[src/rtl/core/wmrd_pkg.sv]
// ----------------------------------------------------------------------------
// wmrd_pkg
// shared constants, types and register indexes of the windowed motion rest
// detector
// ----------------------------------------------------------------------------
package wmrd_pkg;

    localparam int WINDOW    = 16;
    localparam int SLOT_W    = $clog2(WINDOW);
    localparam int COUNT_W   = $clog2(WINDOW + 1);
    localparam int DATA_W    = 32;
    localparam int SUM_W     = DATA_W + SLOT_W;
    localparam int SQ_W      = 2 * DATA_W;

    localparam int DIST_LIMIT_W  = 63;
    localparam int ANGLE_LIMIT_W = 31;
    localparam int CFG_IDX_W     = 2;
    localparam int CFG_DATA_W    = 63;

    localparam logic [DIST_LIMIT_W-1:0]  DIST_LIMIT_RESET  = 63'd17179869184;
    localparam logic [ANGLE_LIMIT_W-1:0] ANGLE_LIMIT_RESET = 31'd655;

    localparam logic [CFG_IDX_W-1:0] REG_DIST_SQ_LIMIT = 2'd0;
    localparam logic [CFG_IDX_W-1:0] REG_ANGLE_LIMIT   = 2'd1;

    localparam logic MODE_SAMPLE  = 1'b0;
    localparam logic MODE_RESTART = 1'b1;

    typedef logic signed [DATA_W-1:0] data_t;
    typedef logic signed [SUM_W-1:0]  sum_t;

    // one pose as it travels from the input register into the window stage
    typedef struct packed {
        logic  mode;
        data_t pos_x;
        data_t pos_y;
        data_t angle;
    } wmrd_pose_t;

    // control travelling alongside the sums into the evaluation stages
    typedef struct packed {
        logic valid;
        logic full;
    } wmrd_ctl_t;

    // magnitude of a signed sum, fits unsigned in the same width
    function automatic logic [SUM_W-1:0] sum_mag(input sum_t v);
        logic [SUM_W-1:0] u;
        begin
            u = v;
            sum_mag = v[SUM_W-1] ? (~u + 1'b1) : u;
        end
    endfunction

endpackage

[src/rtl/core/wmrd_rest_eval.sv]
// ----------------------------------------------------------------------------
// wmrd_rest_eval
// saturating squared drift and angle check against the rest limits
// ----------------------------------------------------------------------------
module wmrd_rest_eval (
    input  logic                                clk,
    input  logic                                rst_n,
    input  logic                                en,
    input  wmrd_pkg::sum_t                      sum_dx,
    input  wmrd_pkg::sum_t                      sum_dy,
    input  wmrd_pkg::sum_t                      sum_dangle,
    input  wmrd_pkg::wmrd_ctl_t                 ctl,
    input  logic [wmrd_pkg::DIST_LIMIT_W-1:0]   dist_sq_limit,
    input  logic [wmrd_pkg::ANGLE_LIMIT_W-1:0]  angle_limit,
    output logic                                rest_valid,
    output logic                                rest
);

    logic [wmrd_pkg::SUM_W-1:0]  mag_x, mag_y, mag_a;
    logic [wmrd_pkg::SQ_W-1:0]   sq_x_next, sq_y_next;
    logic [wmrd_pkg::SQ_W-1:0]   sq_x_reg, sq_y_reg;
    logic                        ang_ok_next, ang_ok_reg;
    wmrd_pkg::wmrd_ctl_t         ctl_reg;
    logic [wmrd_pkg::SQ_W:0]     sq_sum;
    logic [wmrd_pkg::SQ_W-1:0]   sq_total;

    assign mag_x = wmrd_pkg::sum_mag(sum_dx);
    assign mag_y = wmrd_pkg::sum_mag(sum_dy);
    assign mag_a = wmrd_pkg::sum_mag(sum_dangle);

    // a magnitude of 2^32 or more saturates its square
    always_comb
    begin
        if (mag_x[wmrd_pkg::SUM_W-1:wmrd_pkg::DATA_W] != '0)
            sq_x_next = '1;
        else
            sq_x_next = mag_x[wmrd_pkg::DATA_W-1:0] * mag_x[wmrd_pkg::DATA_W-1:0];
        if (mag_y[wmrd_pkg::SUM_W-1:wmrd_pkg::DATA_W] != '0)
            sq_y_next = '1;
        else
            sq_y_next = mag_y[wmrd_pkg::DATA_W-1:0] * mag_y[wmrd_pkg::DATA_W-1:0];
    end

    assign ang_ok_next = ({1'b0, mag_a} < (wmrd_pkg::SUM_W + 1)'(angle_limit));

    always_ff @(posedge clk or negedge rst_n)
    begin
        if (!rst_n)
        begin
            ctl_reg <= '0;
        end
        else if (en)
        begin
            ctl_reg <= ctl;
        end
    end

    always_ff @(posedge clk)
    begin
        if (en)
        begin
            sq_x_reg   <= sq_x_next;
            sq_y_reg   <= sq_y_next;
            ang_ok_reg <= ang_ok_next;
        end
    end

    assign sq_sum   = {1'b0, sq_x_reg} + {1'b0, sq_y_reg};
    assign sq_total = sq_sum[wmrd_pkg::SQ_W] ? '1 : sq_sum[wmrd_pkg::SQ_W-1:0];

    assign rest_valid = ctl_reg.valid;
    assign rest       = ctl_reg.full && ang_ok_reg
                        && (sq_total < wmrd_pkg::SQ_W'(dist_sq_limit));

endmodule

[config.mk]
export PLATFORM = sky130hd
export DESIGN_NAME = wmrd_rest_eval
export DESIGN_NICKNAME = d
export VERILOG_FILES = /design/src/rtl/core/wmrd_pkg.sv /design/src/rtl/core/wmrd_rest_eval.sv
export SDC_FILE = /design/constraint.sdc
export NUM_CORES = 2
export LEC_CHECK = 0
export BUFFER_PORTS_ARGS = -buffer_cell sky130_fd_sc_hd__clkbuf_2
export CAP_MARGIN = 5
export CORE_MARGIN = 2
export CORE_UTILIZATION = 33
export CTS_CLUSTER_SIZE = 16
export DETAILED_ROUTE_END_ITERATION = 7
export GPL_TIMING_DRIVEN = 0
export PLACE_DENSITY = 0.48
export SYNTH_ARGS = -nofsm -noshare
export SYNTH_HDL_FRONTEND = slang
export SYNTH_SLANG_ARGS = --single-unit
[constraint.sdc]
create_clock -name clk -period 7.12 [get_ports clk]
set_input_delay 1.78 -clock clk [delete_from_list [all_inputs] [get_ports clk]]
set_output_delay 1.78 -clock clk [all_outputs]
set_load 0.1 [all_outputs]
---- Word level (Yosys, flattened, before mapping) ----
Cells that the tools add are included.
word-level totals
  bits in registers ....................... 131
  input port bits ......................... 207
  output and inout bits ................... 2
  logic and storage cells ................. 24
cells by class
  reduce and logical (&&, ||, !) cells .... 4
  $add $sub $neg .......................... 4
  multiplexer cells ....................... 4
  multiply operators ...................... 2
  $lt $le $gt $ge ......................... 2
  bitwise operators ....................... 3
operator list
  cell                     number
  $mul A32 B32 Y64         2
  $add A36 B1 Y36 const B  3
  $mux W36                 3
  $not A36 Y36             3
  $add A64 B64 Y65         1
  $lt A64 B63 Y1           1
  $mux W64                 1
  $lt A36 B31 Y1           1
  $reduce_bool A4 Y1       2
  $logic_and A1 B1 Y1      2

---- Longest topological paths before layout ----
  depth after elaboration ................. 4
  depth in mapped cells ................... 41
  mapped depth without buffers ............ 37

---- Least setup slack after synthesis ----
Ideal clock, no wire load.
  kind .................................... input port to flip-flop
  start point ............................. in sum_dx[0]
  end point ............................... reg sq_x_reg[63] (netlist bit) (data pin)
  library setup time ...................... 0.255 ns
  slack ................................... -4.585 ns
  data arrival time ....................... 11.450 ns
  required time ........................... 6.865 ns
  path buffers ............................ 5
  cell stages on the path ................. 39
  cell sequence ........................... clkbuf_1 > inv_1 > clkbuf_1 > clkbuf_1 > ha_1 > nand2_1 > or4_1 > or3_4 > or4_4 > nand2_1 > xor2_1 > inv_2 > clkbuf_1 > nand2_1 > fa_1 > inv_1 > fa_1 > fa_1 > [... 3 more ...] > fa_1 > fa_1 > fa_1 > inv_1 > fa_1 > inv_1 > ha_1 > clkbuf_1 > nand2_1 > o21ai_0 > o21ai_0 > a211oi_1 > a21oi_1 > o31ai_1 > nand3_1 > o41ai_1 > xnor2_1 > nand2_1
between the ends
  longest elaborated chain between the ends .. 4
  elaborated cells between the ends (all ways) .. 5
  classes of those cells .................. add/sub: 1; mul: 1; mux: 1; bitwise: 1; reduce/logical: 1
RTL lines
  item                                                           line                                        text
  from (decl)                                                    wmrd_rest_eval.sv:9                         input wmrd_pkg::sum_t sum_dx,
  $not A36 Y36                                                   wmrd_pkg.sv:51                              sum_mag = v[SUM_W-1] ? (~u + 1'b1) : u;
  $add A36 B1 Y36                                                wmrd_pkg.sv:51
  $mux W36 *                                                     wmrd_pkg.sv:51
  $mul A32 B32 Y64 / $reduce_bool A4 Y1 (equally long branches)  wmrd_rest_eval.sv:37, wmrd_rest_eval.sv:34
  to (signal assigned)                                           wmrd_rest_eval.sv:62                        sq_x_reg <= sq_x_next;
  to (decl)                                                      wmrd_rest_eval.sv:21                        logic [wmrd_pkg::SQ_W-1:0] sq_x_reg, sq_y_reg;
Mark *: on every way between the ends. The rest lies on a longest branch, timed or not.
A chain may end at the register's enable or synchronous reset.

---- Final worst setup path ----
  start point ............................. in sum_dx[9]
  end point ............................... reg sq_x_reg[63] (netlist bit) (data pin)
Same word-level chain as after synthesis.

==> key figures <==
Run status
  – Outcome: finished with violations
  – Violated checks: setup timing

Finish
  – Fillers: 21000
  – Layout cell share with drive strength beyond 1: 0.204
  – Synth-to-Final Area Change: 23.7%
  – NumNets Final: 10900

Floorplan
  – Core area: 209000 µm²
  – Die W: 463 µm
  – IO Pins: 209
  – Die area: 214000 µm²
  – Initial Utilization: 0.332
  – Number of core rows: 168
  – Die Y: 463 µm

Synthesis
  – Main combinational cell family by area after synthesis: adder cells
  – XOR/XNOR share of the synthesized area: 0.0428
  – Compound-Gate Fraction of Synth Area: 0.0784
  – Synth top area share: 0.458
  – Ys flop type: edfxtp_1
  – Commonest cells in the netlist: inv_1 (2067), fa_1 (1591), nand2_1 (824)
  – Simple-gate share of the synthesized area: 0.106
  – Syn avg cell area: 8.98 µm²
  – Post-synth EDFFs: 129
  – Main area contributors after synthesis: fa_1 (46%), ha_1 (13%), inv_1 (11%)
  – Post-synthesis instance area: 69500 µm²
  – YS warnings: 0
  – Post-synth top area cell: fa_1
  – Yosys cell types: 82
  – Post-synth ARST share: 0.0153
  – Top-count cell post-synth: inv_1
  – Synth Area in Adders: 0.588
  – Mux cell area share after synthesis: 0.000936
  – Number of cells produced by synthesis: 7740
  – #FFs+latches synth: 131
  – Sequential area share after synthesis: 0.0565

Route
  – WL per Instance: 22.8 µm
  – DRC viols: 0
  – Routed WL: 256000 µm
  – DR iter-0 viols: 3853
  – Antenna viol nets, final: 0
  – Via count: 55600
  – Drt first pass iters: 6
  – Via/cell ratio: 4.96

Place
  – RD Place Congestion: 0.980
  – IO Port Bufs: 205
  – Detailed Place HPWL: 211000 µm

Run
  – Max cap viols: 0

GRT
  – Largest net degree at the start of global routing: 67
  – Global-route wire length before repair: 384000 µm
  – Vias in the first global route: 60800
  – Total track usage: 0.240
  – Grt total ovfl: 0
  – Initial antenna violation count: 8

STA
  – Max Clock Skew: 0 ns
  – Endpoints failing setup: 111
  – Slew @ Worst Pin: 1.12 ns
  – RSZ-0062 raised after global routing: true
  – Final max-slew violation count: 0
  – Total negative slack: -337.22 ns
  – Final hold vios: 0
  – Setup WS post-layout: -4.28 ns
  – Crit share post-route: 1.60
  – Period minus WS final: 11.40 ns
  – Max-slew headroom: 0.249
  – F_max: 87.7 MHz

Clocking
  – Clk buf depth: 3
  – CTS Hold Buffers Added: 0
  – Clock slew at reported path FFs: 0.06 ns
  – Clock Latency Late Sink: 0.49 ns
  – Clock tree from TritonCTS: done
  – CTS buffer count: 25
  – H-tree levels: 4
  – CTS root buffer: clkbuf_16
  – Clock sink total: 131

Critical path
  – Worst Setup End Kind: flip-flop
  – CP Class: in -> reg
  – Worst EP required: 7.35 ns
  – Crit path top cell by count: fa_2
  – CP max stage cell: fa_2
  – Critical path data arrival time: 11.64 ns
  – Startpoint Class: primary input
  – Critical path peak fanout: 6
  – Slowest stage delay, CP: 0.64 ns

Worst hold path
  – Hold WC Path Type: reg -> reg
-- area by class of cell --
| cell class | instances | area, µm² | area share |
|---|---|---|---|
| buffer | 229 | 2560 | 0.0298 |
| sequential | 131 | 3920 | 0.0456 |
| multi-input combinational | 5267 | 61900 | 0.720 |
| antenna | 4 | 10.0 | 0.000116 |
| clock inverter | 4 | 67.6 | 0.000786 |
| inverter | 2094 | 8010 | 0.0931 |
| clock buffer | 26 | 629 | 0.00732 |
| tap | 2805 | 3510 | 0.0408 |
| timing repair buffer | 660 | 5380 | 0.0626 |
-- per-stage QoR --
stage	util	setup WS [ns]	cells	hold slack [ns]	cell area [µm²]
floorplan	-	-3.57	7741	0.481	71700
CTS	0.402	-4.16	11100	0.532	84200
finish	0.411	-4.28	11200	0.521	86000
global route	0.411	-4.40	11200	0.563	86000
global placement	0.364	-6.28	10800	0.510	76200
detailed placement	0.365	-6.32	10800	0.515	76400
-- timing repair --
action,CTS,global route
endpoints found under the setup margin,117,113
cloned,1,0
pin swaps,365,277
buffers inserted,352,106
resized for setup,958,290
-- kinds of logic after synthesis --
group	count (synthesis)
other cells	1
mux	6
flops	131
simple gates	1767
fa+ha+maj	2311
xor+xnor	336
buf+inv	2343
compound gates	845
-- cell usage in the layout (no fill, tap or decap), types with 38 or more instances in the layout --
master / count
nand4_1: 45
xor2_1: 106
fa_2: 102
o21ai_0: 97
nand3_1: 38
nand2_1: 766
fa_1: 1489
a21o_1: 153
edfxtp_1: 129
buf_6: 95
nor2_4: 47
ha_4: 68
nor2_2: 72
xnor2_1: 137
clkbuf_1: 47
ha_1: 636
buf_4: 332
buf_12: 38
inv_2: 59
inv_1: 2004
clkbuf_2: 216
a21oi_2: 47
a21oi_1: 156
nor2_1: 518
clkbuf_8: 57
clkbuf_16: 60
-- layer usage --
metal	routed length [µm]	vias to the layer above	global-route usage
li1	-	24700	-
met1	110000	28700	0.332
met2	115000	1890	0.379
met3	18100	411	0.0357
met4	12700	4	0.0913
met5	23	-	0
-- path summary, 6_finish.rpt --
kind / end / cells after the start / from / slack (ns)
min in group asynchronous: rest_valid / 1 / rst_n / 1.06
min reg2reg: ctl_reg[0] / 1 / ctl_reg[0] / 0.52
max reg2reg: rest_valid / 1 / rest_valid / 6.35
max in group asynchronous: ctl_reg[0] / 1 / rst_n / 5.96
min: ctl_reg[0] / 1 / ctl_reg[0] / 0.52
max: sq_x_reg[63] / 33 / sum_dx[9] / -4.28
-- critical path: cells and delay by family --
kind	cells	cell delay, ns
AO/OA/AOI/OAI	5	1.57
XOR/XNOR	2	0.31
adder cells (fa/ha/maj)	9	4.29
buffers and inverters	8	0.88
AND/OR/NAND/NOR	9	2.78
Power is left out: the tool's default activity adds up to more than one toggle a clock period on the data nets, which glitch-free logic cannot reach.
