File: config.mk
export PLATFORM = sky130hd
export DESIGN_NAME = wmrd_drift_window
export DESIGN_NICKNAME = d
export VERILOG_FILES = /design/src/rtl/core/wmrd_pkg.sv /design/src/rtl/core/wmrd_drift_window.sv
export SDC_FILE = /design/constraint.sdc
export NUM_CORES = 2
export LEC_CHECK = 0
export ABC_AREA = 1
export BUFFER_PORTS_ARGS = -buffer_cell sky130_fd_sc_hd__buf_2
export CELL_PAD_IN_SITES_DETAIL_PLACEMENT = 1
export CELL_PAD_IN_SITES_GLOBAL_PLACEMENT = 1
export CORE_ASPECT_RATIO = 0.8
export CORE_MARGIN = 2
export CORE_UTILIZATION = 31
export DETAILED_ROUTE_END_ITERATION = 10
export GPL_TIMING_DRIVEN = 0
export PLACE_DENSITY_LB_ADDON = 0.1
export SLEW_MARGIN = 20
export SYNTH_ARGS = -nofsm -noshare
export SYNTH_HDL_FRONTEND = slang
export SYNTH_SLANG_ARGS = --single-unit
export TNS_END_PERCENT = 5
File: constraint.sdc
create_clock -name clk -period 8.75 [get_ports clk]
set_input_delay 0.4375 -clock clk [delete_from_list [all_inputs] [get_ports clk]]
set_output_delay 0.4375 -clock clk [all_outputs]
set_load 0.005 [all_outputs]
File: src/rtl/core/wmrd_pkg.sv
// ----------------------------------------------------------------------------
// wmrd_pkg
// shared constants, types and register indexes of the windowed motion rest
// detector
// ----------------------------------------------------------------------------
package wmrd_pkg;

    localparam int WINDOW    = 16;
    localparam int SLOT_W    = $clog2(WINDOW);
    localparam int COUNT_W   = $clog2(WINDOW + 1);
    localparam int DATA_W    = 32;
    localparam int SUM_W     = DATA_W + SLOT_W;
    localparam int SQ_W      = 2 * DATA_W;

    localparam int DIST_LIMIT_W  = 63;
    localparam int ANGLE_LIMIT_W = 31;
    localparam int CFG_IDX_W     = 2;
    localparam int CFG_DATA_W    = 63;

    localparam logic [DIST_LIMIT_W-1:0]  DIST_LIMIT_RESET  = 63'd17179869184;
    localparam logic [ANGLE_LIMIT_W-1:0] ANGLE_LIMIT_RESET = 31'd655;

    localparam logic [CFG_IDX_W-1:0] REG_DIST_SQ_LIMIT = 2'd0;
    localparam logic [CFG_IDX_W-1:0] REG_ANGLE_LIMIT   = 2'd1;

    localparam logic MODE_SAMPLE  = 1'b0;
    localparam logic MODE_RESTART = 1'b1;

    typedef logic signed [DATA_W-1:0] data_t;
    typedef logic signed [SUM_W-1:0]  sum_t;

    // one pose as it travels from the input register into the window stage
    typedef struct packed {
        logic  mode;
        data_t pos_x;
        data_t pos_y;
        data_t angle;
    } wmrd_pose_t;

    // control travelling alongside the sums into the evaluation stages
    typedef struct packed {
        logic valid;
        logic full;
    } wmrd_ctl_t;

    // magnitude of a signed sum, fits unsigned in the same width
    function automatic logic [SUM_W-1:0] sum_mag(input sum_t v);
        logic [SUM_W-1:0] u;
        begin
            u = v;
            sum_mag = v[SUM_W-1] ? (~u + 1'b1) : u;
        end
    endfunction

endpackage

File: src/rtl/core/wmrd_drift_window.sv
// ----------------------------------------------------------------------------
// wmrd_drift_window
// pose deltas, delta ring and running drift sums, one pose per cycle while en is high
// ----------------------------------------------------------------------------
module wmrd_drift_window (
    input  logic                clk,
    input  logic                rst_n,
    input  logic                en,
    input  logic                pose_valid,
    input  wmrd_pkg::wmrd_pose_t pose,
    output wmrd_pkg::sum_t      sum_dx,
    output wmrd_pkg::sum_t      sum_dy,
    output wmrd_pkg::sum_t      sum_dangle,
    output wmrd_pkg::wmrd_ctl_t ctl
);

    wmrd_pkg::data_t prev_x_reg, prev_y_reg, prev_a_reg;
    wmrd_pkg::sum_t  sum_dx_reg, sum_dy_reg, sum_da_reg;
    wmrd_pkg::sum_t  sum_dx_next, sum_dy_next, sum_da_next;
    logic [wmrd_pkg::SLOT_W-1:0]  write_slot_reg, write_slot_next;
    logic [wmrd_pkg::COUNT_W-1:0] fill_count_reg, fill_count_next;
    wmrd_pkg::wmrd_ctl_t          ctl_reg, ctl_next;

    wmrd_pkg::data_t ring_dx [wmrd_pkg::WINDOW];
    wmrd_pkg::data_t ring_dy [wmrd_pkg::WINDOW];
    wmrd_pkg::data_t ring_da [wmrd_pkg::WINDOW];

    wmrd_pkg::data_t dx, dy, da;
    wmrd_pkg::data_t old_dx, old_dy, old_da;
    logic [wmrd_pkg::SLOT_W-1:0] slot;
    logic filling;
    logic step;
    logic ring_we;

    // deltas wrap modulo 2^32
    assign dx = pose.pos_x - prev_x_reg;
    assign dy = pose.pos_y - prev_y_reg;
    assign da = pose.angle - prev_a_reg;

    assign filling = (fill_count_reg < wmrd_pkg::COUNT_W'(wmrd_pkg::WINDOW));
    assign slot    = filling ? fill_count_reg[wmrd_pkg::SLOT_W-1:0] : write_slot_reg;
    assign step    = en && pose_valid;
    assign ring_we = step && (pose.mode == wmrd_pkg::MODE_SAMPLE);

    assign old_dx = ring_dx[slot];
    assign old_dy = ring_dy[slot];
    assign old_da = ring_da[slot];

    always_comb
    begin
        sum_dx_next     = sum_dx_reg;
        sum_dy_next     = sum_dy_reg;
        sum_da_next     = sum_da_reg;
        write_slot_next = write_slot_reg;
        fill_count_next = fill_count_reg;
        ctl_next        = ctl_reg;
        if (en)
        begin
            ctl_next.valid = pose_valid;
            ctl_next.full  = 1'b0;
        end
        if (step)
        begin
            if (pose.mode == wmrd_pkg::MODE_RESTART)
            begin
                sum_dx_next     = '0;
                sum_dy_next     = '0;
                sum_da_next     = '0;
                write_slot_next = '0;
                fill_count_next = '0;
            end
            else if (filling)
            begin
                sum_dx_next     = sum_dx_reg + wmrd_pkg::SUM_W'(dx);
                sum_dy_next     = sum_dy_reg + wmrd_pkg::SUM_W'(dy);
                sum_da_next     = sum_da_reg + wmrd_pkg::SUM_W'(da);
                fill_count_next = fill_count_reg + 1'b1;
            end
            else
            begin
                sum_dx_next = sum_dx_reg - wmrd_pkg::SUM_W'(old_dx) + wmrd_pkg::SUM_W'(dx);
                sum_dy_next = sum_dy_reg - wmrd_pkg::SUM_W'(old_dy) + wmrd_pkg::SUM_W'(dy);
                sum_da_next = sum_da_reg - wmrd_pkg::SUM_W'(old_da) + wmrd_pkg::SUM_W'(da);
                write_slot_next = (write_slot_reg == wmrd_pkg::SLOT_W'(wmrd_pkg::WINDOW - 1))
                                  ? '0 : write_slot_reg + 1'b1;
                ctl_next.full   = 1'b1;
            end
        end
    end

    always_ff @(posedge clk or negedge rst_n)
    begin
        if (!rst_n)
        begin
            prev_x_reg     <= '0;
            prev_y_reg     <= '0;
            prev_a_reg     <= '0;
            sum_dx_reg     <= '0;
            sum_dy_reg     <= '0;
            sum_da_reg     <= '0;
            write_slot_reg <= '0;
            fill_count_reg <= '0;
            ctl_reg        <= '0;
        end
        else
        begin
            if (step)
            begin
                prev_x_reg <= pose.pos_x;
                prev_y_reg <= pose.pos_y;
                prev_a_reg <= pose.angle;
            end
            sum_dx_reg     <= sum_dx_next;
            sum_dy_reg     <= sum_dy_next;
            sum_da_reg     <= sum_da_next;
            write_slot_reg <= write_slot_next;
            fill_count_reg <= fill_count_next;
            ctl_reg        <= ctl_next;
        end
    end

    // delta ring, contents undefined until written
    always_ff @(posedge clk)
    begin
        if (ring_we)
        begin
            ring_dx[slot] <= dx;
            ring_dy[slot] <= dy;
            ring_da[slot] <= da;
        end
    end

    assign sum_dx     = sum_dx_reg;
    assign sum_dy     = sum_dy_reg;
    assign sum_dangle = sum_da_reg;
    assign ctl        = ctl_reg;

endmodule

# Yosys cells after proc, flatten, opt, wreduce, memory -nomap -nowiden

Memory sizes are Yosys's and may differ from the RTL's.
Cells that the tools add are included.
Widths: inputs -> output; s select.

Add/subtract/negate cells: 14
$lt $le $gt $ge: 1
Eq/ne operators: 2
Mux-type cells: 18
Bitwise gates (word level): 1
Reduce and logical (&&, ||, !) cells: 5

Operators with widths:

| operator            | count |
|---|---|
| $add 36x32->36      | 6 |
| $mux 36             | 6 |
| $sub 36x32->36      | 3 |
| $sub 32x32->32      | 3 |
| $mux 4              | 4 |
| $mux 5              | 2 |
| $mux 1              | 6 |
| $add 5x1->5 const B | 1 |
| $lt 5x5->1 const B  | 1 |
| $add 4x1->4 const B | 1 |
| $eq 4x4->1 const B  | 1 |
| $reduce_and 2->1    | 2 |
| $logic_and 1x1->1   | 2 |
| $ne 2x2->1 const B  | 1 |
| $reduce_bool 2->1   | 1 |
| $not 1->1           | 1 |

Register bits: 215
RAM bits: 1536
Memories kept: 3

Memories:

| memory  | words | width | read ports | clocked after memory_dff | write ports | RTL line                | source |
|---|---|---|---|---|---|---|---|
| ring_da | 16    | 32    | 1          | 0                        | 1           | wmrd_drift_window.sv:26 | `wmrd_pkg::data_t ring_da [wmrd_pkg::WINDOW];` |
| ring_dx | 16    | 32    | 1          | 0                        | 1           | wmrd_drift_window.sv:24 | `wmrd_pkg::data_t ring_dx [wmrd_pkg::WINDOW];` |
| ring_dy | 16    | 32    | 1          | 0                        | 1           | wmrd_drift_window.sv:25 | `wmrd_pkg::data_t ring_dy [wmrd_pkg::WINDOW];` |

# Longest topological paths before layout

An unclocked memory read counts as a cell.

Word-level depth: 7
Depth in mapped cells: 30
Gate-level depth less buffers: 30

# Worst setup path after synthesis

OpenSTA, ideal clock, no wires.

Kind: register -> register
Start: register fill_count_reg[4] in the netlist's numbering
End: memory ring_da[0][0] in the netlist's numbering (enable)
Arrival time: 5.782 ns
Slack: 2.416 ns
Cell stages (with the launch flop): 9
Clock period less this slack: 6.334 ns
Path through: dfrtp_1 > o21ai_2 > inv_2 > nor2_4 > buf_4 > buf_2 > buf_2 > nand2_1 > nor2_1

Longest elaborated chain between the ends: 2

Ends and longest elaborated chain:

| what                     | RTL line                 | source |
|---|---|---|
| start: declaration       | wmrd_drift_window.sv:21  | `logic [wmrd_pkg::COUNT_W-1:0] fill_count_reg, fill_count_next;` |
| start signal: assignment | wmrd_drift_window.sv:117 | `fill_count_reg <= fill_count_next;` |
| $lt 5x5->1               | wmrd_drift_window.sv:40  | `assign filling = (fill_count_reg < wmrd_pkg::COUNT_W'(wmrd_pkg::WINDOW));` |
| $mux 4                   | wmrd_drift_window.sv:41  | `assign slot = filling ? fill_count_reg[wmrd_pkg::SLOT_W-1:0] : write_slot_reg;` |
| end: declaration         | wmrd_drift_window.sv:26  |  |

Every way passes these cells.

# Worst setup path after layout

Start: register fill_count_reg[4] in the netlist's numbering
End: register sum_dx_reg[22] (netlist: sum_dx[22])

Longest elaborated chain between the ends: 7

Ends and longest elaborated chain:

| what                   | RTL line                 | source |
|---|---|---|
| $lt 5x5->1 *           | wmrd_drift_window.sv:40  |  |
| $mux 4                 | wmrd_drift_window.sv:41  |  |
| $mem_v2 16x32          | -                        |  |
| $sub 36x32->36         | wmrd_drift_window.sv:81  | `sum_dx_next = sum_dx_reg - wmrd_pkg::SUM_W'(old_dx) + wmrd_pkg::SUM_W'(dx);` |
| $add 36x32->36         | wmrd_drift_window.sv:81  |  |
| $mux 36 *              | wmrd_drift_window.sv:72  | `else if (filling)` |
| $mux 36 *              | wmrd_drift_window.sv:64  | `if (pose.mode == wmrd_pkg::MODE_RESTART)` |
| end signal: assignment | wmrd_drift_window.sv:113 | `sum_dx_reg <= sum_dx_next;` |
| end: declaration       | wmrd_drift_window.sv:18  | `wmrd_pkg::sum_t sum_dx_reg, sum_dy_reg, sum_da_reg;` |

Every way passes the cells marked *; elsewhere a longest branch is shown, timed or not.
A chain may end at the register's enable or synchronous reset.

==> flow_summary.json <==
{
  "drt_pass1_iterations": 6,
  "first_global_vias": 69200,
  "nNetsFinal": 9146,
  "cts_buffers": 199,
  "worstPathArrival_ns": 9.02,
  "cap_violations": 0,
  "crit_type": "reg2reg",
  "postCtsResizedCells": 0,
  "crit_path_start_kind": "flip-flop",
  "initialDrtViolationCount": 7689,
  "synth_edf_count": 1536,
  "fillers": 30200,
  "period_share": 0.943,
  "ys.flop_type": "edfxtp_1",
  "crit_required_ns": 9.52,
  "clock.fmax_mhz": 121,
  "timing.slew.headroom": 0.179,
  "antenna_left": 0,
  "post-route-min-period_ns": 8.25,
  "syn_avg_cell_area_um2": 10.9,
  "cts.clk_slew.worst_paths_ns": 0.06,
  "syn-cell-area_um2": 86500,
  "ys_warn_count": 0,
  "die_y_um": 476,
  "syn_inst": 7928,
  "detailed_place_hpwl_um": 313000,
  "powerDensity_nw_per_um2": 440,
  "setup.worst_path.end_class": "flip-flop",
  "start_util": 0.311,
  "grt_max_degree": 68,
  "num_vias": 69400,
  "worst_slew_pin_slew_ns": 1.23,
  "cts_tree": "yes",
  "wl_per_cell_um": 32.9,
  "die_area_um2": 283000,
  "place.gp.congestion": 0.942,
  "yosysSeqAreaShare": 0.595,
  "crit_fanout": 10,
  "grt-ovfl-total": 0,
  "grt_first_pass_wirelength_um": 564000,
  "status": "completed",
  "rr_endpoint": "sum_dx[22]$_DFFE_PN0P_",
  "slew_viol_final": 0,
  "finalSetupViolations": 0,
  "antenna_found_initial": 36,
  "synthArstFlopShare": 0.123,
  "routed_wl_um": 410000,
  "synth.net_count": 8448,
  "clock-root-buffer": "clkbuf_16",
  "p_leak_nw": 39.3,
  "core_um2": 278000,
  "layout_commonest_cell": "edfxtp_1",
  "synthToLayoutAreaGrowth_pct": 20.5,
  "avgViaCountPerCell": 5.57,
  "min_path_type": "in2async",
  "rr_startpoint": "fill_count_reg[4]$_DFFE_PN0P_",
  "final_cell_area_um2": 104000,
  "dpl_cell_area_um2": 97100,
  "rsz0062_at_grt": "no",
  "die-width_um": 595,
  "vdd_drop_max_uv": 199,
  "io_pins": 211,
  "clockBufferDepth": 4,
  "numPortBuffers": 210,
  "insertion_delay_ns": 0.92,
  "reg.largest.list": "ring_da x512, ring_dx x512, ring_dy x512",
  "clock-sinks": 1751,
  "grt_usage": 0.283,
  "ff2ff_setup_slack_ns": 0.50,
  "fp-row-count": 173,
  "mostFrequentLayoutCells": "1,536 x edfxtp_1, 1,260 x nand2_1, 733 x inv_1",
  "finClkSkew_ns": 0.0928,
  "finalHoldViolCount": 0,
  "synth_cell_types": 56,
  "drc_errors": 0,
  "tns_ns": 0,
  "synth-seq-cells": 1751,
  "r2r_cells": 20,
  "cts.htree.levels": 4,
  "drive_above_1_share": 0.111
}
worst max path at each step:
stage | startpoint | endpoint | slack, ns | cells past startpoint
floorplan | fill_count_reg[4]$_DFFE_PN0P_ | ring_da[0][0]$_DFFE_PP_ | 2.42 | 8
global placement | fill_count_reg[4]$_DFFE_PN0P_ | ring_dx[6][21]$_DFFE_PP_ | -6.76 | 9
detailed placement | fill_count_reg[4]$_DFFE_PN0P_ | sum_dx[26]$_DFFE_PN0P_ | 0.65 | 20
CTS | fill_count_reg[4]$_DFFE_PN0P_ | sum_dx[26]$_DFFE_PN0P_ | 0.60 | 20
global route | fill_count_reg[4]$_DFFE_PN0P_ | sum_dx[26]$_DFFE_PN0P_ | 0.36 | 20
finish | fill_count_reg[4]$_DFFE_PN0P_ | sum_dx[22]$_DFFE_PN0P_ | 0.50 | 20
per-stage QoR:
step	setup slack [ns]	std cells	hold WS (ns)	total power, mW	util
after floorplan	2.42	7928	0.142	26.1	-
after global placement	-6.76	11800	0.476	36.5	0.332
after detailed placement	0.652	12000	0.347	37.2	0.350
after CTS	0.599	12400	0.0141	45.6	0.375
after global routing	0.361	12500	0.0682	48.6	0.375
final	0.495	12500	0.0615	45.9	0.375
Yosys cell counts, types with 9 or more instances:
cell,instances,area (um^2)
a21boi_0,30,225
a21o_1,53,398
a21oi_1,731,3660
a221oi_1,9,78.8
a22oi_1,650,4880
a31oi_1,37,231
buf_1,27,101
buf_2,97,485
clkbuf_1,145,544
dfrtp_1,215,5380
edfxtp_1,1536,46100
fa_1,111,2220
ha_1,308,3850
inv_1,733,2750
nand2_1,1262,4740
nand3_1,324,1620
nand3b_1,17,128
nand4_1,43,269
nor2_1,465,1750
nor3_1,138,691
nor4_1,50,313
o2111ai_1,17,149
o211ai_1,17,128
o21a_1,31,233
o21ai_0,434,2170
o21bai_1,40,300
o221ai_1,12,105
o22ai_1,48,300
o31ai_1,36,270
or2_0,20,125
or2_1,10,62.6
or2_2,30,188
or3_1,47,294
xnor2_1,61,534
xor2_1,86,753
what timing repair did:
action / 4_1_cts / 5_1_grt
setup buffers: 0 / 0
hold endpoints to repair: 251 / 0
setup endpoints to repair: 0 / 0
hold buffers: 99 / 0
critical path: stages (launching register included):
cell and delay [ns]:
dfrtp_1 0.43, o21ai_2 0.73, inv_2 0.29, nor2_4 0.90, buf_4 0.37, buf_2 0.61
buf_2 0.40, a22oi_1 0.11, a21oi_1 0.73, nor4_1 0.33, fa_1 0.53, ha_1 0.34
a21oi_1 0.46, o21ai_0 0.23, a21oi_1 0.16, o21ai_0 0.40, a21oi_1 0.43, xor2_1 0.18
nand2_1 0.06, nand3_1 0.17, o21ai_0 0.13
final cells by class:
cell class	instances	area, um^2	area share
multi-input cells	5155	31800	0.305
diodes	17	42.5	0.000408
repair buffers	497	6090	0.0585
well taps	3675	4600	0.0441
plain buffers	281	1320	0.0127
clock inverters	102	956	0.00917
inverters	741	2780	0.0267
clock buffers	246	5160	0.0495
flip-flops and latches	1751	51500	0.494
kinds of logic (layout without fill, tap and decap cells):
group / Yosys count / count (layout) / share of synthesized area
and+or+nand+nor: 2422 / 2422 / 0.119
xor gates and xnor gates: 147 / 147 / 0.0149
adders and majority gates: 419 / 419 / 0.0702
muxes: 1 / 1 / 0.000116
DFF: 1751 / 1751 / 0.595
AOI/OAI and AO/OA: 2166 / 2166 / 0.154
buffers and inverters: 1022 / 1867 / 0.0465
other: 0 / 17 / 0
power by group:
group | total, mW | switching [mW] | internal, mW
Sequential | 11.0 | 0.645 | 10.3
Clock | 8.24 | 3.62 | 4.62
Combinational | 26.7 | 19.1 | 7.65
Total | 45.9 | 23.3 | 22.6
metal layers:
layer,GRT usage,up-vias,part of all wire
met1,0.428,36600,0.48
met4,0.0605,6,0.022
met2,0.427,2318,0.43
met5,0,-,0.00010
li1,-,30200,-
met3,0.0417,354,0.067
No activity file was read; power rests on OpenSTA's default activity.
